$ cat config.mk
export PLATFORM = sky130hd
export DESIGN_NAME = http_header_framer_core
export DESIGN_NICKNAME = d
export VERILOG_FILES = /design/src/hhf_pkg.sv /design/src/http_header_framer_core.sv
export SDC_FILE = /design/constraint.sdc
export NUM_CORES = 1
export LEC_CHECK = 0
export ABC_AREA = 1
export BUFFER_PORTS_ARGS = -buffer_cell sky130_fd_sc_hd__buf_2
export CAP_MARGIN = 20
export CORE_MARGIN = 2
export CORE_UTILIZATION = 26
export CTS_BUF_LIST = sky130_fd_sc_hd__clkbuf_8
export CTS_CLUSTER_SIZE = 30
export DETAILED_ROUTE_END_ITERATION = 8
export SYNTH_ARGS = -nofsm -noshare
export SYNTH_HDL_FRONTEND = slang
export SYNTH_SLANG_ARGS = --single-unit
$ cat constraint.sdc
create_clock -name i_clk -period 7.37 [get_ports i_clk]
set_clock_uncertainty 0.05 [all_clocks]
set_input_delay 0.737 -clock i_clk [delete_from_list [all_inputs] [get_ports i_clk]]
set_output_delay 0.737 -clock i_clk [all_outputs]
set_load 0.02 [all_outputs]
$ cat src/hhf_pkg.sv
// hhf_pkg: shared types and constants for the http head framer
// parse phases, byte roles, framing characters and the host name table
// no dependencies
package hhf_pkg;

    // parse phase of the message head
    typedef enum logic [3:0] {
        PH_START   = 4'd0,
        PH_CR      = 4'd1,
        PH_NL      = 4'd2,
        PH_HDR     = 4'd3,
        PH_COLON   = 4'd4,
        PH_SPACE   = 4'd5,
        PH_VALUE   = 4'd6,
        PH_CREMPTY = 4'd7,
        PH_DONE    = 4'd8
    } t_phase;

    // role reported for each byte
    typedef logic [2:0] t_role;
    localparam t_role ROLE_START = 3'd0;
    localparam t_role ROLE_EOL   = 3'd1;
    localparam t_role ROLE_NAME  = 3'd2;
    localparam t_role ROLE_SEP   = 3'd3;
    localparam t_role ROLE_VALUE = 3'd4;
    localparam t_role ROLE_FINAL = 3'd5;

    // framing characters
    localparam logic [7:0] CH_CR    = 8'h0D;
    localparam logic [7:0] CH_LF    = 8'h0A;
    localparam logic [7:0] CH_COLON = 8'h3A;
    localparam logic [7:0] CH_SPACE = 8'h20;
    localparam logic [7:0] CH_ZERO  = 8'h30;
    localparam logic [7:0] CH_NINE  = 8'h39;

    // status code limits
    localparam int unsigned  ACC_W   = 20;
    localparam logic [15:0] CODE_MAX = 16'hFFFF;

    // register word index of response_mode
    localparam logic REG_RESPONSE_MODE = 1'b0;

    // characters of the header name that marks the host value
    localparam logic [2:0] HOST_LEN = 3'd4;

    function automatic logic [7:0] host_char(input logic [1:0] idx);
        logic [7:0] ch;
        case (idx)
            2'd0:    ch = 8'h48; // H
            2'd1:    ch = 8'h6F; // o
            2'd2:    ch = 8'h73; // s
            default: ch = 8'h74; // t
        endcase
        return ch;
    endfunction

endpackage

$ cat src/http_header_framer_core.sv
// http_header_framer_core: byte-at-a-time framer for an http message head
// input register, single-pass parse logic, result register; apb register port
// depends on hhf_pkg
//
// an item passes through the input register, then the result register; parse state updates once
// per item in the single pass logic; throughput: one item per cycle while i_out_stall is low
// reset: synchronous active-low i_rst_n clears the valid bits of both pipeline stages, parse state
// and response_mode; the input register is empty after reset, so o_in_stall is low
module http_header_framer_core (
    input  logic        i_clk,
    input  logic        i_rst_n,
    // input channel
    input  logic        i_in_valid,
    output logic        o_in_stall,
    input  logic [7:0]  i_data_byte,
    input  logic        i_new_message,
    // result channel
    output logic        o_out_valid,
    input  logic        i_out_stall,
    output logic [2:0]  o_byte_role,
    output logic        o_name_start,
    output logic        o_value_start,
    output logic        o_host_value,
    output logic [15:0] o_status_code,
    output logic        o_status_valid,
    output logic        o_parse_error,
    output logic        o_head_done,
    // register port
    input  logic        psel,
    input  logic        penable,
    input  logic        pwrite,
    input  logic [2:0]  paddr,
    input  logic [31:0] pwdata,
    output logic [31:0] prdata,
    output logic        pready
);

    localparam int unsigned ACC_W_L = hhf_pkg::ACC_W;

    // configuration register
    logic r_response_mode;

    // pipeline registers
    logic         r_in_valid;
    logic [7:0]   r_in_byte;
    logic         r_in_new;
    logic         r_out_valid;
    hhf_pkg::t_role r_role;
    logic         r_name_start;
    logic         r_value_start;
    logic         r_host_value;
    logic [15:0]  r_status_code;
    logic         r_status_valid;
    logic         r_parse_error;
    logic         r_head_done;

    // parse state
    hhf_pkg::t_phase r_phase, n_phase;
    logic [1:0]   r_spaces, n_spaces;
    logic [15:0]  r_accum, n_accum;
    logic         r_digits_open, n_digits_open;
    logic [2:0]   r_match_cnt, n_match_cnt;
    logic         r_mismatch, n_mismatch;
    logic         r_host_active, n_host_active;
    logic         r_error, n_error;

    // per-item results
    hhf_pkg::t_role n_role;
    logic         n_name_start, n_value_start, n_host_value, n_head_done;
    logic [15:0]  n_status_code;
    logic         n_status_valid;

    logic         advance;
    logic         in_take;
    logic         cfg_write;

    // handshake: result register drains, input register refills
    assign advance    = r_in_valid && (!r_out_valid || !i_out_stall);
    assign in_take    = !r_in_valid || advance;
    assign o_in_stall = !in_take;

    // apb register access
    assign pready    = 1'b1;
    assign cfg_write = psel && penable && pwrite && (paddr[2] == hhf_pkg::REG_RESPONSE_MODE);
    assign prdata    = (paddr[2] == hhf_pkg::REG_RESPONSE_MODE) ?
                       {31'd0, r_response_mode} : 32'd0;

    always_ff @(posedge i_clk) begin
        if (!i_rst_n) begin
            r_response_mode <= 1'b0;
        end else if (cfg_write) begin
            r_response_mode <= pwdata[0];
        end
    end

    // single-pass parse of the byte in the input register
    always_comb begin
        logic [7:0]          ch;
        logic                bad;
        logic [ACC_W_L-1:0]  prod;
        hhf_pkg::t_phase     c_phase;
        logic [1:0]          c_spaces;
        logic [15:0]         c_accum;
        logic                c_digits_open;
        logic [2:0]          c_match_cnt;
        logic                c_mismatch;
        logic                c_host_active;
        logic                c_error;

        ch  = r_in_byte;
        bad = 1'b0;

        // start of a new head clears the parse state
        if (r_in_new) begin
            c_phase       = hhf_pkg::PH_START;
            c_spaces      = 2'd0;
            c_accum       = 16'd0;
            c_digits_open = 1'b1;
            c_match_cnt   = 3'd0;
            c_mismatch    = 1'b0;
            c_host_active = 1'b0;
            c_error       = 1'b0;
        end else begin
            c_phase       = r_phase;
            c_spaces      = r_spaces;
            c_accum       = r_accum;
            c_digits_open = r_digits_open;
            c_match_cnt   = r_match_cnt;
            c_mismatch    = r_mismatch;
            c_host_active = r_host_active;
            c_error       = r_error;
        end

        prod = ({4'd0, c_accum} << 3) + ({4'd0, c_accum} << 1)
             + {12'd0, ch - hhf_pkg::CH_ZERO};

        n_phase       = c_phase;
        n_spaces      = c_spaces;
        n_accum       = c_accum;
        n_digits_open = c_digits_open;
        n_match_cnt   = c_match_cnt;
        n_mismatch    = c_mismatch;
        n_host_active = c_host_active;
        n_error       = c_error;
        n_role        = hhf_pkg::ROLE_START;
        n_name_start  = 1'b0;
        n_value_start = 1'b0;
        n_host_value  = 1'b0;
        n_head_done   = 1'b0;

        if (!c_error) begin
            case (c_phase)
                hhf_pkg::PH_START: begin
                    if (ch == hhf_pkg::CH_LF) begin
                        bad = 1'b1;
                    end else if (ch == hhf_pkg::CH_CR) begin
                        if (c_spaces < 2'd2) begin
                            bad = 1'b1;
                        end else begin
                            n_role  = hhf_pkg::ROLE_EOL;
                            n_phase = hhf_pkg::PH_CR;
                        end
                    end else if (ch == hhf_pkg::CH_SPACE) begin
                        if (c_spaces < 2'd2) n_spaces = c_spaces + 2'd1;
                    end else if (c_spaces == 2'd1 && c_digits_open) begin
                        // status digits between the first and second space
                        if (ch >= hhf_pkg::CH_ZERO && ch <= hhf_pkg::CH_NINE) begin
                            n_accum = (prod > {4'd0, hhf_pkg::CODE_MAX}) ?
                                      hhf_pkg::CODE_MAX : prod[15:0];
                        end else begin
                            n_digits_open = 1'b0;
                        end
                    end
                end
                hhf_pkg::PH_CR: begin
                    if (ch == hhf_pkg::CH_LF) begin
                        n_role  = hhf_pkg::ROLE_EOL;
                        n_phase = hhf_pkg::PH_NL;
                    end else begin
                        bad = 1'b1;
                    end
                end
                hhf_pkg::PH_NL: begin
                    if (ch == hhf_pkg::CH_CR) begin
                        n_role  = hhf_pkg::ROLE_FINAL;
                        n_phase = hhf_pkg::PH_CREMPTY;
                    end else if (ch == hhf_pkg::CH_LF || ch == hhf_pkg::CH_SPACE ||
                                 ch == hhf_pkg::CH_COLON) begin
                        bad = 1'b1;
                    end else begin
                        // first name byte restarts the host compare
                        n_role        = hhf_pkg::ROLE_NAME;
                        n_name_start  = 1'b1;
                        n_host_active = 1'b0;
                        if (ch == hhf_pkg::host_char(2'd0)) begin
                            n_match_cnt = 3'd1;
                            n_mismatch  = 1'b0;
                        end else begin
                            n_match_cnt = 3'd0;
                            n_mismatch  = 1'b1;
                        end
                        n_phase = hhf_pkg::PH_HDR;
                    end
                end
                hhf_pkg::PH_HDR: begin
                    if (ch == hhf_pkg::CH_COLON) begin
                        n_role        = hhf_pkg::ROLE_SEP;
                        n_host_active = !c_mismatch && (c_match_cnt == hhf_pkg::HOST_LEN);
                        n_phase       = hhf_pkg::PH_COLON;
                    end else if (ch == hhf_pkg::CH_SPACE || ch == hhf_pkg::CH_CR ||
                                 ch == hhf_pkg::CH_LF) begin
                        bad = 1'b1;
                    end else begin
                        n_role = hhf_pkg::ROLE_NAME;
                        if (!c_mismatch && c_match_cnt < hhf_pkg::HOST_LEN &&
                            ch == hhf_pkg::host_char(c_match_cnt[1:0])) begin
                            n_match_cnt = c_match_cnt + 3'd1;
                        end else begin
                            n_mismatch = 1'b1;
                        end
                    end
                end
                hhf_pkg::PH_COLON: begin
                    if (ch == hhf_pkg::CH_SPACE) begin
                        n_role  = hhf_pkg::ROLE_SEP;
                        n_phase = hhf_pkg::PH_SPACE;
                    end else begin
                        bad = 1'b1;
                    end
                end
                hhf_pkg::PH_SPACE: begin
                    if (ch == hhf_pkg::CH_CR || ch == hhf_pkg::CH_LF ||
                        ch == hhf_pkg::CH_COLON || ch == hhf_pkg::CH_SPACE) begin
                        bad = 1'b1;
                    end else begin
                        n_role        = hhf_pkg::ROLE_VALUE;
                        n_value_start = 1'b1;
                        n_host_value  = c_host_active;
                        n_phase       = hhf_pkg::PH_VALUE;
                    end
                end
                hhf_pkg::PH_VALUE: begin
                    if (ch == hhf_pkg::CH_CR) begin
                        n_role  = hhf_pkg::ROLE_EOL;
                        n_phase = hhf_pkg::PH_CR;
                    end else if (ch == hhf_pkg::CH_LF) begin
                        bad = 1'b1;
                    end else begin
                        n_role       = hhf_pkg::ROLE_VALUE;
                        n_host_value = c_host_active;
                    end
                end
                hhf_pkg::PH_CREMPTY: begin
                    if (ch == hhf_pkg::CH_LF) begin
                        n_role      = hhf_pkg::ROLE_FINAL;
                        n_head_done = 1'b1;
                        n_phase     = hhf_pkg::PH_DONE;
                    end else begin
                        bad = 1'b1;
                    end
                end
                default: begin
                    // anything after the blank line
                    bad = 1'b1;
                end
            endcase

            // error wipes this byte's flags and freezes the phase
            if (bad) begin
                n_error       = 1'b1;
                n_phase       = c_phase;
                n_role        = hhf_pkg::ROLE_START;
                n_name_start  = 1'b0;
                n_value_start = 1'b0;
                n_host_value  = 1'b0;
                n_head_done   = 1'b0;
            end
        end

        n_status_code  = r_response_mode ? n_accum : 16'd0;
        n_status_valid = r_response_mode && (n_phase != hhf_pkg::PH_START);
    end

    // input register
    always_ff @(posedge i_clk) begin
        if (!i_rst_n) begin
            r_in_valid <= 1'b0;
        end else if (in_take) begin
            r_in_valid <= i_in_valid;
        end
    end

    always_ff @(posedge i_clk) begin
        if (in_take && i_in_valid) begin
            r_in_byte <= i_data_byte;
            r_in_new  <= i_new_message;
        end
    end

    // parse state, updated once per item
    always_ff @(posedge i_clk) begin
        if (!i_rst_n) begin
            r_phase       <= hhf_pkg::PH_START;
            r_spaces      <= 2'd0;
            r_accum       <= 16'd0;
            r_digits_open <= 1'b1;
            r_match_cnt   <= 3'd0;
            r_mismatch    <= 1'b0;
            r_host_active <= 1'b0;
            r_error       <= 1'b0;
        end else if (advance) begin
            r_phase       <= n_phase;
            r_spaces      <= n_spaces;
            r_accum       <= n_accum;
            r_digits_open <= n_digits_open;
            r_match_cnt   <= n_match_cnt;
            r_mismatch    <= n_mismatch;
            r_host_active <= n_host_active;
            r_error       <= n_error;
        end
    end

    // result register
    always_ff @(posedge i_clk) begin
        if (!i_rst_n) begin
            r_out_valid <= 1'b0;
        end else if (advance) begin
            r_out_valid <= 1'b1;
        end else if (!i_out_stall) begin
            r_out_valid <= 1'b0;
        end
    end

    always_ff @(posedge i_clk) begin
        if (advance) begin
            r_role         <= n_role;
            r_name_start   <= n_name_start;
            r_value_start  <= n_value_start;
            r_host_value   <= n_host_value;
            r_status_code  <= n_status_code;
            r_status_valid <= n_status_valid;
            r_parse_error  <= n_error;
            r_head_done    <= n_head_done;
        end
    end

    assign o_out_valid    = r_out_valid;
    assign o_byte_role    = r_role;
    assign o_name_start   = r_name_start;
    assign o_value_start  = r_value_start;
    assign o_host_value   = r_host_value;
    assign o_status_code  = r_status_code;
    assign o_status_valid = r_status_valid;
    assign o_parse_error  = r_parse_error;
    assign o_head_done    = r_head_done;

endmodule
==> flow_summary.yaml <==
status:
  status: "completed"
power_and_ir_drop:
  ir_worst_vdd_mv: 0.0710
  netSwitchingFraction_pct: 34.1
  p_int_w: 0.000632
  seqPwrFrac_pct: 44.0
  pwr-share-comb_pct: 21.5
  leakagePower_nw: 2.90
  p_per_area_mw_per_mm2: 162
  clkPwrFrac_pct: 34.6
  p_sw_w: 0.000327
sta:
  hold_violations: 0
  drv_slew: 0
  achievable-frequency_mhz: 213
  worst_hold_slack_ns: 0.463
  tightest_slew_ns: 0.885
  setup_viol: 0
  slew_headroom_pct: 41.0
  rsz0062_at_grt: "false"
  tns_ns: 0
  fin_crit_sh_pct: 63.7
  finalCriticalPeriod_ns: 4.70
worst_setup_path:
  cp-start-kind: "register"
  crit_chain: "inv_1 -> nand2_1 -> inv_1 -> fa_1 -> inv_1 -> fa_1 -> inv_1 -> nand2_1 -> nand2_1 -> nand3_1 -> nand2_1 -> nand2_1 -> nand3_1 -> nand2_1 -> nor2_2 -> nand2_1 -> inv_1 -> nand3_1 -> o21ai_0 -> nor2_1"
  r2r-start: "r_in_new"
  max_stage_delay_ns: 0.93
  critical_path_arrival_ns: 4.73
  critPathSlowestCell: "edfxtp_1"
  critPathCaptureType: "register"
  reg2reg_to: "o_status_code[0]"
  worst_path_most_repeated_cell: "nand2_1"
  required_ns: 7.41
  crit_path_max_fanout: 21
  rrSetupSlack_ns: 2.67
  critPathKind: "reg -> reg"
  rr_worst_depth: 20
die:
  start_util_pct: 26.5
  coreArea_sq_mm: 0.0202
  die_w_um: 147
  die-area_sq_mm: 0.0217
  io_pins: 111
  die_y_um: 147
  num_rows: 52
layout:
  area_delta_synth_final_pct: 11.2
  utilization_pct: 29.4
  drive_above_1_share_pct: 10.8
  n_antenna_cell: 0
  design_area_sq_mm: 0.00593
  final_cells: 1094
  nNetsFinal: 910
place:
  gp_congestion: 0.924
  io_buffers: 45
  dpl.cell_count: 1078
  placedInstanceArea_sq_mm: 0.00573
  dpl.hpwl_mm: 10.4
grt:
  grt_usage_pct: 12.8
  grt_max_degree: 65
  grt_pass1_vias: 4482
  grt_pass1_wl_mm: 22.6
  antenna_found_initial: 0
  grt_overflow: 0
flow_run:
  drv_cap: 0
clocking:
  cts.reportedPaths.clkPinSlew_ns: 0.09
  h-tree-depth: 3
  clkSinkCount: 66
  numCtsBuffers: 9
  post_cts_buffers: 0
  clk_latency_ns: 0.37
  cts_root_buf: "clkbuf_8"
  hold_buffers: 0
  tritoncts: "built"
  cts_buffer_depth: 2
  cts-resized-gates: 0
worst_hold_path:
  hold_end: "o_out_valid"
  hp-class: "reg -> reg"
  whs_path_depth: 2
  hp-start: "o_out_valid"
synth:
  syn_area_sq_mm: 0.00534
  synth.yosys.seq_area_share_pct: 31.1
  ys_warn_count: 0
  synth_seq_cells: 66
  avgSynthCellArea_sq_um: 6.85
  synth_cells: 779
  synth_cell_types: 37
routing:
  dr.pass1.iters: 5
  wl_per_cell_um: 12.5
  wl_mm: 13.6
  m1WireLength_mm: 6.96
  met3_wirelength_um: 708
  via_per_inst: 4.48
  dr_wl_met2_mm: 5.80
  highest_layer: "met4"
  first_iter_violations: 367
  ant_nets: 0
  drc: 0
  routed-via-count: 4906
[routing by layer]
layer | global-route usage [%] | vias to the layer above
met5 | 0 | -
met4 | 3.17 | 0
met3 | 2.36 | 15
met2 | 19.6 | 143
met1 | 18.6 | 2221
li1 | - | 2527
[layout make-up]
| class | instances | area (sq um) |
|---|---|---|
| Inverter | 119 | 447 |
| Clock buffer | 9 | 124 |
| Multi-Input combinational cell | 576 | 3040 |
| Fill cell | 2261 | 14200 |
| Clock inverter | 7 | 83.8 |
| Tap cell | 270 | 338 |
| Timing Repair Buffer | 47 | 240 |
| Sequential cell | 66 | 1660 |
[registers in the layout, summed over array words and instances (netlist names)]
name and count:
o_status_code 16, r_accum 16, r_in_byte 8, r_phase 4, o_byte_role 3, r_match_cnt 3, r_spaces 2, o_head_done 1
o_host_value 1, o_name_start 1, o_out_valid 1, o_parse_error 1, o_status_valid 1, o_value_start 1, r_digits_open 1, r_error 1
r_host_active 1, r_in_new 1, r_in_valid 1, r_mismatch 1, r_response_mode 1
[cell usage after synthesis]
cell type	instances	area, sq um
xnor2_1	7	61.3
conb_1	2	7.51
nand3_1	45	225
nor3_2	3	30.0
edfxtp_1	34	1020
o21bai_1	1	7.51
xor2_1	5	43.8
buf_2	3	15.0
nand2_1	203	762
clkinv_1	2	7.51
a21oi_1	69	345
inv_1	112	420
nand3_2	3	30.0
or2_1	1	6.26
and3_1	1	6.26
o22ai_1	3	18.8
nand3b_1	2	15.0
a31o_2	1	8.76
o21ai_0	40	200
nand4_1	7	43.8
o21a_1	8	60.1
inv_2	5	18.8
nor2_4	4	45.0
nor4_1	1	6.26
o311a_1	1	10.0
buf_4	33	248
nor3_1	11	55.1
a31oi_1	2	12.5
o21ai_1	2	10.0
nor2_1	72	270
nor3_4	1	16.3
ha_1	34	425
dfxtp_1	32	641
nor2_2	8	50.1
fa_1	6	120
o221ai_1	3	26.3
clkbuf_1	12	45.0
[logic make-up after synthesis]
logic type                 after synthesis  share of synthesized area, %
and+or+nand+nor                        362                          29.3
DFF                                     66                          31.1
AOI/OAI and AO/OA                      130                          13.1
adders and majority gates               40                          10.2
buffers and inverters                  167                          14.1
xor gates and xnor gates                12                          1.97
other                                    2                         0.141
[per-stage QoR]
| step | power [W] | setup WS [ns] |
|---|---|---|
| global route | 0.00101 | 2.28 |
| finish | 0.000959 | 2.67 |
| CTS | 0.000969 | 2.72 |
| floorplan | 0.000595 | 4.00 |
| global placement | 0.000633 | 2.72 |
| detailed placement | 0.000635 | 2.76 |
[critical path, delay by kind of cell (launching register included)]
kind / cells / cell delay [ns]
flip-flops: 1 / 0.93
AND/OR/NAND/NOR: 12 / 1.42
adder cells (fa/ha/maj): 2 / 0.99
buffers and inverters: 5 / 0.90
AO/OA/AOI/OAI: 1 / 0.12
[how the worst max path moves through the flow]
stage	from	to	slack (ns)
after global routing	r_in_new	o_status_code[0]	2.28
after global placement	r_in_new	o_status_code[0]	2.72
final	r_in_new	o_status_code[0]	2.67
after CTS	r_in_new	o_status_code[0]	2.72
after detailed placement	r_in_new	o_status_code[0]	2.76
after floorplan	r_in_new	o_status_code[10]	4.00
[layout by cell type (no fill, tap or decap), drive strengths merged]
cell and instances:
a31o 1, inv 120, nand3b 2, clkbuf 9, nor3 15, a31oi 2
fa 6, conb 32, nor4 1, bufinv 1, xor2 5, o221ai 3
xnor2 7, o21bai 1, nand3 48, ha 34, nor2 84, nand4 7
dfxtp 32, clkinvlp 1, o22ai 3, clkinv 4, o21ai 42, a21oi 69
o21a 8, o311a 1, edfxtp 34, or2 1, buf 47, and3 1
nand2 203
[power by group through the flow]
| stage | registers (W) | logic [W] | clock network [W] |
|---|---|---|---|
| 2_1_floorplan | 0.000433 | 0.000162 | 0 |
| 3_3_place_gp | 0.000429 | 0.000204 | 0 |
| 3_5_place_dp | 0.000430 | 0.000205 | 0 |
| 4_1_cts | 0.000421 | 0.000206 | 0.000341 |
| 5_1_grt | 0.000424 | 0.000233 | 0.000355 |
| 6_report | 0.000421 | 0.000206 | 0.000331 |
No activity file was read; power rests on OpenSTA's default activity.
